[config.mk]
export PLATFORM = sky130hd
export DESIGN_NAME = rgb_to_hsv_pixel_core
export DESIGN_NICKNAME = d
export VERILOG_FILES = /design/src/rth_pkg.sv /design/src/rth_front.sv /design/src/rth_div_stage.sv /design/src/rgb_to_hsv_pixel_core.sv
export SDC_FILE = /design/constraint.sdc
export NUM_CORES = 1
export LEC_CHECK = 0
export BUFFER_PORTS_ARGS = -buffer_cell sky130_fd_sc_hd__buf_2
export CORE_MARGIN = 5
export CORE_UTILIZATION = 58
export DETAILED_ROUTE_END_ITERATION = 16
export PLACE_DENSITY = 0.85
export SYNTH_ARGS = -nofsm -noshare
export SYNTH_HDL_FRONTEND = slang
export SYNTH_SLANG_ARGS = --single-unit
export TNS_END_PERCENT = 30
[constraint.sdc]
create_clock -name clk -period 6.35 [get_ports clk]
set_input_delay 0.9525 -clock clk [delete_from_list [all_inputs] [get_ports clk]]
set_output_delay 0.9525 -clock clk [all_outputs]
set_load 0.01 [all_outputs]
[src/rth_pkg.sv]
// Shared types, constants and divider step functions for the RGB to HSV core.
`timescale 1ns / 1ps
`default_nettype none
package rth_pkg;

  localparam int CH_W   = 8;   // channel width
  localparam int HUE_W  = 9;   // hue width, also hue quotient width
  localparam int HNUM_W = 17;  // hue dividend, up to 300 * 255
  localparam int SNUM_W = 16;  // saturation dividend, up to 255 * 255

  localparam logic [HNUM_W-1:0] K60  = HNUM_W'(60);
  localparam logic [HNUM_W-1:0] K120 = HNUM_W'(120);
  localparam logic [HNUM_W-1:0] K240 = HNUM_W'(240);
  localparam logic [HUE_W-1:0]  K360 = HUE_W'(360);
  localparam logic [CH_W-1:0]   K255 = CH_W'(255);

  // quotient bits resolved per divider stage; three stages in all
  localparam int HUE_STEPS_FIRST = 3;
  localparam int HUE_STEPS_MID   = 3;
  localparam int HUE_STEPS_LAST  = 3;
  localparam int SAT_STEPS_FIRST = 3;
  localparam int SAT_STEPS_MID   = 3;
  localparam int SAT_STEPS_LAST  = 2;

  // Word carried through the divider stages. rem holds the partial
  // remainder; lo holds the unused dividend bits on top and the quotient
  // bits shifted in from the bottom.
  typedef struct packed {
    logic            neg;     // red sector with green below blue
    logic [CH_W-1:0] bright;
    logic [CH_W-1:0] h_den;
    logic [CH_W-1:0] h_rem;
    logic [HUE_W-1:0] h_lo;
    logic [CH_W-1:0] s_den;
    logic [CH_W-1:0] s_rem;
    logic [CH_W-1:0] s_lo;
  } div_t;

  // One restoring step of the hue division.
  function automatic div_t hue_step(div_t w);
    logic [CH_W:0] t;
    div_t r;
    r = w;
    t = {w.h_rem, w.h_lo[HUE_W-1]};
    if (t >= {1'b0, w.h_den}) begin
      r.h_rem = CH_W'(t - {1'b0, w.h_den});
      r.h_lo  = {w.h_lo[HUE_W-2:0], 1'b1};
    end else begin
      r.h_rem = t[CH_W-1:0];
      r.h_lo  = {w.h_lo[HUE_W-2:0], 1'b0};
    end
    return r;
  endfunction

  // One restoring step of the saturation division.
  function automatic div_t sat_step(div_t w);
    logic [CH_W:0] t;
    div_t r;
    r = w;
    t = {w.s_rem, w.s_lo[CH_W-1]};
    if (t >= {1'b0, w.s_den}) begin
      r.s_rem = CH_W'(t - {1'b0, w.s_den});
      r.s_lo  = {w.s_lo[CH_W-2:0], 1'b1};
    end else begin
      r.s_rem = t[CH_W-1:0];
      r.s_lo  = {w.s_lo[CH_W-2:0], 1'b0};
    end
    return r;
  endfunction

endpackage
`default_nettype wire

[src/rth_front.sv]
// Front end: max/min and sector pick, then hue and saturation dividends.
`timescale 1ns / 1ps
`default_nettype none
module rth_front
  import rth_pkg::*;
(
  input  wire logic            clk,
  input  wire logic            rst,
  input  wire logic            in_valid,
  output logic                 in_ready,
  input  wire logic [CH_W-1:0] red,
  input  wire logic [CH_W-1:0] green,
  input  wire logic [CH_W-1:0] blue,
  output logic                 out_valid,
  input  wire logic            out_ready,
  output div_t                 out_word
);

  typedef enum logic [1:0] {
    SEC_RED   = 2'd0,
    SEC_GREEN = 2'd1,
    SEC_BLUE  = 2'd2,
    SEC_GRAY  = 2'd3
  } sector_t;

  // stage 1 registers
  logic                    v1;
  sector_t                 s1_sec;
  logic [CH_W-1:0]         s1_mx;
  logic [CH_W-1:0]         s1_d;
  logic signed [CH_W:0]    s1_diff;

  // stage 2 registers
  logic                    v2;
  div_t                    s2_word;

  logic                    ready1;
  logic                    ready2;

  sector_t                 sec_c;
  logic [CH_W-1:0]         mx_c;
  logic [CH_W-1:0]         mn_c;
  logic signed [CH_W:0]    diff_c;

  div_t                    word_c;
  logic [CH_W:0]           neg_diff;
  logic [CH_W-1:0]         mag;
  logic [HNUM_W-1:0]       base;
  logic signed [HNUM_W:0]  d60;
  logic signed [HNUM_W:0]  sum;
  logic [HNUM_W-1:0]       hnum;
  logic [SNUM_W-1:0]       snum;
  logic                    gray;

  assign ready2   = !v2 || out_ready;
  assign ready1   = !v1 || ready2;
  assign in_ready = ready1;

  always_comb begin
    mx_c = red;
    if (green > mx_c) mx_c = green;
    if (blue > mx_c) mx_c = blue;
    mn_c = red;
    if (green < mn_c) mn_c = green;
    if (blue < mn_c) mn_c = blue;

    // tie order: red over green, green over blue, blue over red
    if (red > green) begin
      sec_c = (red > blue) ? SEC_RED : SEC_BLUE;
    end else if (green > blue) begin
      sec_c = (green > red) ? SEC_GREEN : SEC_RED;
    end else if (blue > red) begin
      sec_c = (blue > green) ? SEC_BLUE : SEC_GREEN;
    end else begin
      sec_c = SEC_GRAY;
    end

    case (sec_c)
      SEC_RED:   diff_c = $signed({1'b0, green}) - $signed({1'b0, blue});
      SEC_GREEN: diff_c = $signed({1'b0, blue}) - $signed({1'b0, red});
      SEC_BLUE:  diff_c = $signed({1'b0, red}) - $signed({1'b0, green});
      default:   diff_c = '0;
    endcase
  end

  always_comb begin
    gray     = (s1_sec == SEC_GRAY);
    neg_diff = (CH_W+1)'(-s1_diff);
    mag      = s1_diff[CH_W] ? neg_diff[CH_W-1:0] : s1_diff[CH_W-1:0];
    d60      = (HNUM_W+1)'(s1_diff) * $signed({1'b0, K60});
    case (s1_sec)
      SEC_GREEN: base = {{(HNUM_W-CH_W){1'b0}}, s1_d} * K120;
      SEC_BLUE:  base = {{(HNUM_W-CH_W){1'b0}}, s1_d} * K240;
      default:   base = '0;
    endcase
    sum = $signed({1'b0, base}) + d60;

    case (s1_sec)
      SEC_RED:   hnum = {{(HNUM_W-CH_W){1'b0}}, mag} * K60;
      SEC_GREEN: hnum = sum[HNUM_W-1:0];
      SEC_BLUE:  hnum = sum[HNUM_W-1:0];
      default:   hnum = '0;
    endcase
    snum = {s1_d, {CH_W{1'b0}}} - {{CH_W{1'b0}}, s1_d};

    word_c.neg    = (s1_sec == SEC_RED) && s1_diff[CH_W];
    word_c.bright = s1_mx;
    // gray: dividends are zero, divisors forced to one
    word_c.h_den  = gray ? CH_W'(1) : s1_d;
    word_c.h_rem  = hnum[HNUM_W-1:HUE_W];
    word_c.h_lo   = hnum[HUE_W-1:0];
    word_c.s_den  = gray ? CH_W'(1) : s1_mx;
    word_c.s_rem  = snum[SNUM_W-1:CH_W];
    word_c.s_lo   = snum[CH_W-1:0];
  end

  always_ff @(posedge clk) begin
    if (rst) begin
      v1 <= 1'b0;
      v2 <= 1'b0;
    end else begin
      if (ready1) v1 <= in_valid;
      if (ready2) v2 <= v1;
    end
  end

  always_ff @(posedge clk) begin
    if (ready1 && in_valid) begin
      s1_sec  <= sec_c;
      s1_mx   <= mx_c;
      s1_d    <= mx_c - mn_c;
      s1_diff <= diff_c;
    end
    if (ready2 && v1) begin
      s2_word <= word_c;
    end
  end

  assign out_valid = v2;
  assign out_word  = s2_word;

endmodule
`default_nettype wire

[src/rth_div_stage.sv]
// One pipelined divider stage: a few restoring steps of both divisions.
`timescale 1ns / 1ps
`default_nettype none
module rth_div_stage
  import rth_pkg::*;
#(
  parameter int HUE_STEPS = HUE_STEPS_MID,
  parameter int SAT_STEPS = SAT_STEPS_MID
) (
  input  wire logic clk,
  input  wire logic rst,
  input  wire logic in_valid,
  output logic      in_ready,
  input  wire div_t in_word,
  output logic      out_valid,
  input  wire logic out_ready,
  output div_t      out_word
);

  logic v;
  div_t word;
  div_t word_next;

  assign in_ready = !v || out_ready;

  always_comb begin
    word_next = in_word;
    for (int i = 0; i < HUE_STEPS; i++) begin
      word_next = hue_step(word_next);
    end
    for (int i = 0; i < SAT_STEPS; i++) begin
      word_next = sat_step(word_next);
    end
  end

  always_ff @(posedge clk) begin
    if (rst) begin
      v <= 1'b0;
    end else if (in_ready) begin
      v <= in_valid;
    end
  end

  always_ff @(posedge clk) begin
    if (in_ready && in_valid) begin
      word <= word_next;
    end
  end

  assign out_valid = v;
  assign out_word  = word;

endmodule
`default_nettype wire

[src/rgb_to_hsv_pixel_core.sv]
// Top level of the pipelined RGB to HSV pixel converter.
`timescale 1ns / 1ps
`default_nettype none
// Converts one 8-bit RGB pixel to hue (0..359 degrees), saturation
// (0..255) and brightness (the largest channel) with exact integer
// division; gray pixels give hue and saturation of 0. The core takes one
// pixel per clock while the output is not stalled. Two front stages pick
// the largest channel and build the dividends, three stages each resolve
// three quotient bits of the hue division and three, three and two bits of
// the saturation division, and the last stage wraps negative red-sector
// hues and holds the output word. Every stage keeps its own valid bit, so
// a stall on the output fills bubbles first and then backs up to in_ready
// without dropping a word.
module rgb_to_hsv_pixel_core
  import rth_pkg::*;
(
  input  wire logic             clk,
  input  wire logic             rst,
  input  wire logic             in_valid,
  output logic                  in_ready,
  input  wire logic [CH_W-1:0]  red,
  input  wire logic [CH_W-1:0]  green,
  input  wire logic [CH_W-1:0]  blue,
  output logic                  out_valid,
  input  wire logic             out_ready,
  output logic [HUE_W-1:0]      hue,
  output logic [CH_W-1:0]       saturation,
  output logic [CH_W-1:0]       brightness
);

  logic f_valid, f_ready;
  logic a_valid, a_ready;
  logic b_valid, b_ready;
  logic c_valid, c_ready;
  div_t f_word, a_word, b_word, c_word;

  logic             ov;
  logic [HUE_W-1:0] q;
  logic [HUE_W-1:0] hue_next;

  rth_front u_front (
    .clk       (clk),
    .rst       (rst),
    .in_valid  (in_valid),
    .in_ready  (in_ready),
    .red       (red),
    .green     (green),
    .blue      (blue),
    .out_valid (f_valid),
    .out_ready (f_ready),
    .out_word  (f_word)
  );

  rth_div_stage #(
    .HUE_STEPS (HUE_STEPS_FIRST),
    .SAT_STEPS (SAT_STEPS_FIRST)
  ) u_div0 (
    .clk       (clk),
    .rst       (rst),
    .in_valid  (f_valid),
    .in_ready  (f_ready),
    .in_word   (f_word),
    .out_valid (a_valid),
    .out_ready (a_ready),
    .out_word  (a_word)
  );

  rth_div_stage #(
    .HUE_STEPS (HUE_STEPS_MID),
    .SAT_STEPS (SAT_STEPS_MID)
  ) u_div1 (
    .clk       (clk),
    .rst       (rst),
    .in_valid  (a_valid),
    .in_ready  (a_ready),
    .in_word   (a_word),
    .out_valid (b_valid),
    .out_ready (b_ready),
    .out_word  (b_word)
  );

  rth_div_stage #(
    .HUE_STEPS (HUE_STEPS_LAST),
    .SAT_STEPS (SAT_STEPS_LAST)
  ) u_div2 (
    .clk       (clk),
    .rst       (rst),
    .in_valid  (b_valid),
    .in_ready  (b_ready),
    .in_word   (b_word),
    .out_valid (c_valid),
    .out_ready (c_ready),
    .out_word  (c_word)
  );

  assign c_ready = !ov || out_ready;

  // red sector truncates toward zero, so a negative nonzero quotient wraps
  always_comb begin
    q = c_word.h_lo;
    if (c_word.neg && (q != '0)) begin
      hue_next = K360 - q;
    end else begin
      hue_next = q;
    end
  end

  always_ff @(posedge clk) begin
    if (rst) begin
      ov <= 1'b0;
    end else if (c_ready) begin
      ov <= c_valid;
    end
  end

  always_ff @(posedge clk) begin
    if (c_ready && c_valid) begin
      hue        <= hue_next;
      saturation <= c_word.s_lo;
      brightness <= c_word.bright;
    end
  end

  assign out_valid = ov;

endmodule
`default_nettype wire

# Yosys cells after proc, flatten, opt, wreduce, memory -nomap -nowiden
# Cells that the tools add are included.
# op_classes
add_sub_neg	23
multipliers	4
order_cmp	26
n_eq_ne	5
n_mux	32
reduce_logical	24
# ops
operator	count
$ge 9x8->1	17
$mux 17	8
$sub 8x8->8	16
$mux 16	7
$gt 8x8->1	7
$mux 8	5
$mul 8x4->12 const B	3
$pmux 17 s2	1
$pmux 16 s2	1
$pmux 9 s3	1
$sub 8x8->9	3
$add 17x17->17	1
$lt 8x8->1	2
$sub 16x8->16	1
$mul 9x5->14 const B	1
$mux 2	5
$mux 9	1
$reduce_bool 9->1	1
$sub 9x9->9 const A	1
$logic_and 1x1->1	8
$neg 8->8	1
$eq 2x2->1 const B	3
$logic_not 1->1	6
$logic_or 1x1->1	6
other kinds (4)	8
# totals
regBits	258
in_bits	28
out_inout_bits	27

# Longest topological paths before layout
# Gate-level depths: netlist (run 1).
# depth
ltp_word	8
depth_mapped	31

# By module
# A second synthesis (run 1) with hierarchy kept.
# hier_totals
cells_unflattened	2146
hier_area_um2	22870.7
# modules_own_cells
mod	n_inst	cells_per_inst	area_each_um2	seq_area_each_um2
rth_front	1	922	8947.3	2532.4
rth_div_stage at u_div1	1	437	4628.2	1761.7
rth_div_stage at u_div0	1	389	4305.4	1761.7
rth_div_stage at u_div2	1	341	3993.8	1761.7
rgb_to_hsv_pixel_core	1	57	996.0	770.7

# Least setup slack after synthesis (run 1)
# OpenSTA, ideal clock, no wires.
# synth_path
path_type	flip-flop to flip-flop
start	register u_front.s2_word (netlist bit u_front.out_word[17])
end	register u_div0.word (netlist bit u_div0.out_word[10]), data pin
setup_time_ps	260
arrival_ps	6440
t_required_ps	6090
setup_slack_ps	-350
path_stages_with_launch	31
n_path_buf	1
synth_period_minus_slack_ps	6700
cell_sequence	edfxtp_1 inv_1 ha_1 nor2b_1 o31a_1 o31ai_1 a21oi_1 a21oi_1 clkbuf_1 nor2_1 a21oi_1 inv_1 ha_1 nor2b_1 o21ai_0 a21oi_1 o31a_1 o21a_1 o21ai_0 nand2_1 mux2i_1 ha_1 nor2b_1 o21ai_0 a21boi_0 o21ai_0 a21oi_1 o21ai_0 nand2b_1 nor3_4 mux2_2
# synth_lines
item	line	text
start: declaration	rth_front.sv:35	div_t s2_word;
start signal: assignment	rth_front.sv:135	s2_word <= word_c;
end signal: assignment	rth_div_stage.sv:46	word <= word_next;
end: declaration	rth_div_stage.sv:21	div_t word;

==> results of run 1 <==
-- cell usage after synthesis (5+ instances only) --
cell,instances,area share
or3_1,14,0.0043
inv_1,226,0.041
o31ai_1,8,0.0029
and2_1,8,0.0024
xor2_1,50,0.021
edfxtp_1,246,0.36
xnor2_1,110,0.047
a21boi_0,19,0.0069
or2_2,11,0.0034
nor2b_1,62,0.019
o21a_1,32,0.012
a221o_1,5,0.0024
a22oi_1,16,0.0058
dfxtp_1,6,0.0058
o31a_1,8,0.0034
clkbuf_1,22,0.0040
a211oi_1,8,0.0029
o21ai_0,112,0.027
fa_1,59,0.058
a31oi_1,9,0.0027
mux2_2,57,0.031
a21o_1,49,0.018
nand3_1,23,0.0056
nand2b_1,26,0.0079
o21bai_1,14,0.0051
o22ai_1,7,0.0021
a22o_1,5,0.0021
mux2i_1,27,0.013
ha_1,266,0.16
a21oi_1,130,0.032
nor2_1,143,0.026
nor3_1,33,0.0080
nand4_1,28,0.0085
nand2_1,102,0.019
and3_1,14,0.0043
-- flip-flops by register name, indices dropped and copies added, names as in the netlist, 9 cells and up --
name	flops
hue	9
u_div0.out_word	56
u_div1.out_word	56
u_div2.out_word	26
u_front.out_word	56
u_front.s1_diff	9
-- worst register-to-register path, stage by stage (launching register included) --
cell and delay (ps):
edfxtp_1 380, inv_1 150, ha_1 320, a311o_1 390, or3_1 360, a2111oi_2 320
buf_4 230, buf_4 130, mux2_2 360, ha_1 360, o211ai_1 130, a31oi_1 140
a31oi_1 170, o21ai_0 160, a211oi_4 310, buf_4 190, mux2i_1 240, ha_1 310
o21ai_1 140, a21boi_1 120, o21ai_1 180, a21oi_1 120, o21bai_1 190, a21oi_2 210
o211ai_4 170, mux2_2 310
-- per-stage QoR --
step / hold WS [ps] / area [µm²] / worst slack, ps
after floorplan: 400 / 20600 / -22.0
after global placement: 403 / 21700 / 174
after detailed placement: 405 / 21700 / -167
after CTS: 411 / 22700 / 8.86
after global routing: 421 / 22900 / -164
final: 412 / 22900 / 27.2
-- cell type report --
class                      instances  area [µm²]
multi-input combinational       1502       12300
sequential                       252        7510
inverter                         228         861
tap                              461         577
clock inverter                    15         165
timing repair buffer             116         759
clock buffer                      33         728
fill                            2576       12400
-- final timing paths --
kind	endpoint	slack, ps
worst max register to register	u_div1.out_word[12]	30
worst min-delay path	u_div0.out_word[5]	410
worst max-delay path	u_div1.out_word[12]	30
worst min register to register	u_div0.out_word[5]	410
-- routing by layer --
metal / track usage / vias up / share of wire
met3: 0.0276 / 160 / 0.047
met1: 0.284 / 7401 / 0.40
met5: 0 / - / 0
met2: 0.432 / 527 / 0.51
li1: - / 7394 / -
met4: 0.0893 / 0 / 0.042
-- logic make-up (layout without fill, tap and decap cells) --
family,after synthesis,after routing
adders and majority gates,325,325
muxes,85,85
buffers and inverters,253,392
DFF,252,252
and+or+nand+nor,480,480
xor gates and xnor gates,160,160
AOI/OAI and AO/OA,452,452
-- repair_timing --
item | 4_1_cts | 5_1_grt
resized for setup | 7 | 48
setup endpoints to repair | 23 | 37
pin swaps | 2 | 17
hold buffers | 0 | 0
buffers inserted | 7 | 11
==> impl_metrics.env, run 1 <==
export IMPL_synth_top_flop_cell="edfxtp_1"
export IMPL_grtUsageTotal=0.236
export IMPL_synth_seq_cells=252
export IMPL_drt_iter0_markers=1051
export IMPL_hpwl_mm=35.8
export IMPL_synth_top_family_by_area="adder cells"
export IMPL_die_x_um=198
export IMPL_path_clk_slew_ps=60
export IMPL_drive_gt1_frac=0.130
export IMPL_rsz0062_at_grt="true"
export IMPL_clockBufferDepth=3
export IMPL_grt_pass1_wl_mm=76.8
export IMPL_status="finished clean"
export IMPL_worst_pin_slew_ps=1190
export IMPL_num_io_pins=55
export IMPL_slowest_delay_ps=390
export IMPL_synth_compound_area_frac=0.139
export IMPL_final_cell_mix="ha_1 (263), edfxtp_1 (246), inv_1 (222), nor2_1 (143), a21oi_1 (121)"
export IMPL_grt_antenna_before_repair=0
export IMPL_critPathLaunchType="flop"
export IMPL_syn_nets=2360
export IMPL_vias_per_cell=5.94
export IMPL_stdcell_count=2607
export IMPL_core_area_mm2=0.0352
export IMPL_grt_remaining_overflow=0
export IMPL_dp_cells=2541
export IMPL_synth_area_mux_share=0.0451
export IMPL_yosys_warnings=0
export IMPL_start_util=0.583
export IMPL_port_buffers=54
export IMPL_fmax_ghz=0.158
export IMPL_critical_path_depth=25
export IMPL_period_needed_ps=6320
export IMPL_n_antenna_cell=0
export IMPL_worst_path_dominant_cell_family="compound AO/OA/AOI/OAI gates"
export IMPL_post_drt_wl_per_cell_um=18.0
export IMPL_synth_area_mm2=0.0205
export IMPL_skew_ps=20.6
export IMPL_critPathSlowestCell="a311o_1"
export IMPL_rr_startpoint="u_div0.out_word[18]"
export IMPL_nNetsFinal=2479
export IMPL_startpoint="u_div0.out_word[18]"
export IMPL_finalWirelength_mm=47.0
export IMPL_async_flop_share=0
export IMPL_place_gp_congestion=0.943
export IMPL_grt_max_degree=57
export IMPL_slew_viol_final=0
export IMPL_drtPass1Iterations=8
export IMPL_remaining_drc_errors=0
export IMPL_clk_latency_ps=540
export IMPL_die_y_um=198
export IMPL_crit_arrival_ps=6610
export IMPL_crit_type="flop to flop"
export IMPL_holdPathStages=0
export IMPL_setup_viol=0
export IMPL_cp_max_fo=9
export IMPL_setup_tns_final_ps=0
export IMPL_synth_avg_cell_area_um2=10.2
export IMPL_max_slew_margin=0.205
export IMPL_grt_pass1_vias=15971
export IMPL_synth_simple_area_share=0.115
export IMPL_cp_num_buf_inv=4
export IMPL_critPathRequiredTime_ps=6640
export IMPL_synth_xor_xnor_area_share=0.0682
export IMPL_utilization=0.649
export IMPL_fin_crit_sh=0.996
export IMPL_clock_sinks=252
export IMPL_max_cap_viol_count=0
export IMPL_mostFrequentLayoutCell="ha_1"
export IMPL_hold_viol=0
export IMPL_fp_row_count=69
export IMPL_hp_start="u_front.out_word[2]"
export IMPL_hp_class="flop to flop"
export IMPL_ant_nets=0
export IMPL_syn_inst=2007
export IMPL_yosys_cell_types_count=72
export IMPL_numCtsBuffers=26
export IMPL_synth_edf_count=246
export IMPL_r2r_cells=25
export IMPL_syn_to_final_growth_pct=11.4
export IMPL_cts_tree="done"
export IMPL_seq_area_frac_synth=0.366
export IMPL_dieArea_mm2=0.0393
export IMPL_cp_end_kind="flop"
export IMPL_synthAdderAreaFrac=0.220
export IMPL_vias=15482
export IMPL_root_buffer="clkbuf_16"
export IMPL_htreeDepth=1
Power of run 1 is not shown: default switching activity piles up to over one toggle a cycle in this logic, so the estimate is an artifact.
==> inputs of run 2 (changes only) <==
--- a/config.mk
+++ b/config.mk
@@ -6,10 +6,12 @@
 export NUM_CORES = 1
 export LEC_CHECK = 0
 export BUFFER_PORTS_ARGS = -buffer_cell sky130_fd_sc_hd__buf_2
+export CELL_PAD_IN_SITES_DETAIL_PLACEMENT = 1
+export CELL_PAD_IN_SITES_GLOBAL_PLACEMENT = 1
 export CORE_MARGIN = 5
-export CORE_UTILIZATION = 58
+export CORE_UTILIZATION = 46
 export DETAILED_ROUTE_END_ITERATION = 16
-export PLACE_DENSITY = 0.85
+export PLACE_DENSITY = 0.84
 export SYNTH_ARGS = -nofsm -noshare
 export SYNTH_HDL_FRONTEND = slang
 export SYNTH_SLANG_ARGS = --single-unit
==> impl_metrics.env, run 2 (synthesis gave the netlist of run 1 again) <==
export IMPL_status="finished with violations"
export IMPL_violations="setup timing"
export IMPL_cp_end_kind="flop"
export IMPL_critPathLaunchType="flop"
export IMPL_slew_viol_final=0
export IMPL_drt_iter0_markers=916
export IMPL_worst_pin_slew_ps=980
export IMPL_hpwl_mm=44.2
export IMPL_crit_arrival_ps=6760
export IMPL_drive_gt1_frac=0.150
export IMPL_fp_row_count=77
export IMPL_final_setup_worst_slack_ps=-76.1
export IMPL_dieArea_mm2=0.0490
export IMPL_n_antenna_cell=0
export IMPL_dp_slack_ps=-343
export IMPL_hp_class="flop to flop"
export IMPL_max_slew_margin=0.338
export IMPL_nNetsFinal=2515
export IMPL_grt_pass1_vias=17487
export IMPL_max_cap_viol_count=0
export IMPL_critPathSlowestCell="edfxtp_1"
export IMPL_fmax_ghz=0.156
export IMPL_period_needed_ps=6430
export IMPL_grtUsageTotal=0.225
export IMPL_path_clk_slew_ps=80
export IMPL_core_area_mm2=0.0442
export IMPL_hold_viol=0
export IMPL_holdPathStages=0
export IMPL_cp_max_fo=6
export IMPL_start_util=0.464
export IMPL_mostFrequentLayoutCell="ha_1"
export IMPL_vias=16032
export IMPL_dp_cells=2690
export IMPL_port_buffers=54
export IMPL_fillCellCount=4898
export IMPL_vias_per_cell=5.78
export IMPL_numCtsBuffers=28
export IMPL_ant_nets=0
export IMPL_stdcell_count=2776
export IMPL_worst_path_most_repeated_cell="o21ai_1"
export IMPL_place_gp_congestion=0.907
export IMPL_drtPass1Iterations=5
export IMPL_r2r_end="u_div1.out_word[14]"
export IMPL_setup_viol=8
export IMPL_cts_tree="done"
export IMPL_num_io_pins=55
export IMPL_grt_max_degree=57
export IMPL_die_x_um=221
export IMPL_critPathRequiredTime_ps=6680
export IMPL_rr_startpoint="u_div0.out_word[17]"
export IMPL_hp_start="u_front.out_word[56]"
export IMPL_slowest_delay_ps=420
export IMPL_grt_pass1_wl_mm=91.5
export IMPL_hold_path_end="u_div0.out_word[56]"
export IMPL_r2r_cells=29
export IMPL_final_cell_mix="ha_1 (262), edfxtp_1 (246), inv_1 (222), nor2_1 (143), a21oi_1 (119)"
export IMPL_syn_to_final_growth_pct=13.6
export IMPL_rsz0062_at_grt="true"
export IMPL_grt_antenna_before_repair=0
export IMPL_htreeDepth=1
export IMPL_reg2reg_slack_ps=-80
export IMPL_clock_sinks=252
export IMPL_grt_remaining_overflow=0
export IMPL_skew_ps=24.5
export IMPL_die_y_um=221
export IMPL_crit_type="flop to flop"
export IMPL_finalWirelength_mm=58.9
export IMPL_post_drt_wl_per_cell_um=21.2
export IMPL_fin_crit_sh=1.01
export IMPL_root_buffer="clkbuf_16"
export IMPL_remaining_drc_errors=0
export IMPL_ctsHoldBuffers=0
export IMPL_clockBufferDepth=3
export IMPL_clk_latency_ps=590
-- run 2: how the worst max path moves through the flow --
stage,startpoint,end,slack [ps],cells after the start
3_5_place_dp,u_front.out_word[33],u_div0.out_word[40],-340,28
6_report,u_div0.out_word[17],u_div1.out_word[14],-80,29
5_1_grt,u_div0.out_word[17],u_div1.out_word[11],-320,30
2_1_floorplan,u_front.out_word[42],u_div0.out_word[34],-20,30
4_1_cts,u_div0.out_word[42],u_div1.out_word[39],20,27
3_3_place_gp,u_front.out_word[33],u_div0.out_word[40],140,28
-- run 2: final cells by class --
| cell class | instances | area [µm²] | share of cell area |
|---|---|---|---|
| clock buffers | 29 | 704 | 0.0302 |
| clock inverters | 23 | 183 | 0.00783 |
| inverters | 228 | 861 | 0.0369 |
| multi-input cells | 1503 | 12300 | 0.528 |
| flip-flops and latches | 252 | 7510 | 0.322 |
| well taps | 592 | 741 | 0.0317 |
| repair buffers | 149 | 1010 | 0.0432 |
-- run 2: routing by layer --
metal	wire, µm	global-route usage	vias up
met4	2200	0.0746	0
met3	2220	0.0256	147
met2	31200	0.428	404
met5	0	0	-
li1	-	-	7453
met1	23200	0.261	8028
-- run 2: timing repair --
action | 4_1_cts | 5_1_grt
pin swaps | 3 | 22
resized for setup | 19 | 54
setup endpoints to repair | 35 | 37
setup buffers | 8 | 25
cloned | 0 | 1
-- run 2: critical path, delay by kind of cell, from the launching register on --
kind,cells,cell delay (ps)
adder cells (fa/ha/maj),3,860
flip-flops,1,420
AND/OR/NAND/NOR,6,1250
multiplexers,1,320
buffers and inverters,3,450
AO/OA/AOI/OAI,16,2860
-- run 2: per-stage QoR --
stage               setup TNS, ps  hold slack [ps]  area [µm²]   util
floorplan                    -154              400       20600      -
global placement                0              401       22000  0.497
detailed placement          -6450              406       22000  0.497
CTS                             0              419       23000  0.519
global route                -3580              424       23300  0.528
finish                       -397              413       23300  0.528
Power of run 2 is left out for the same reason.
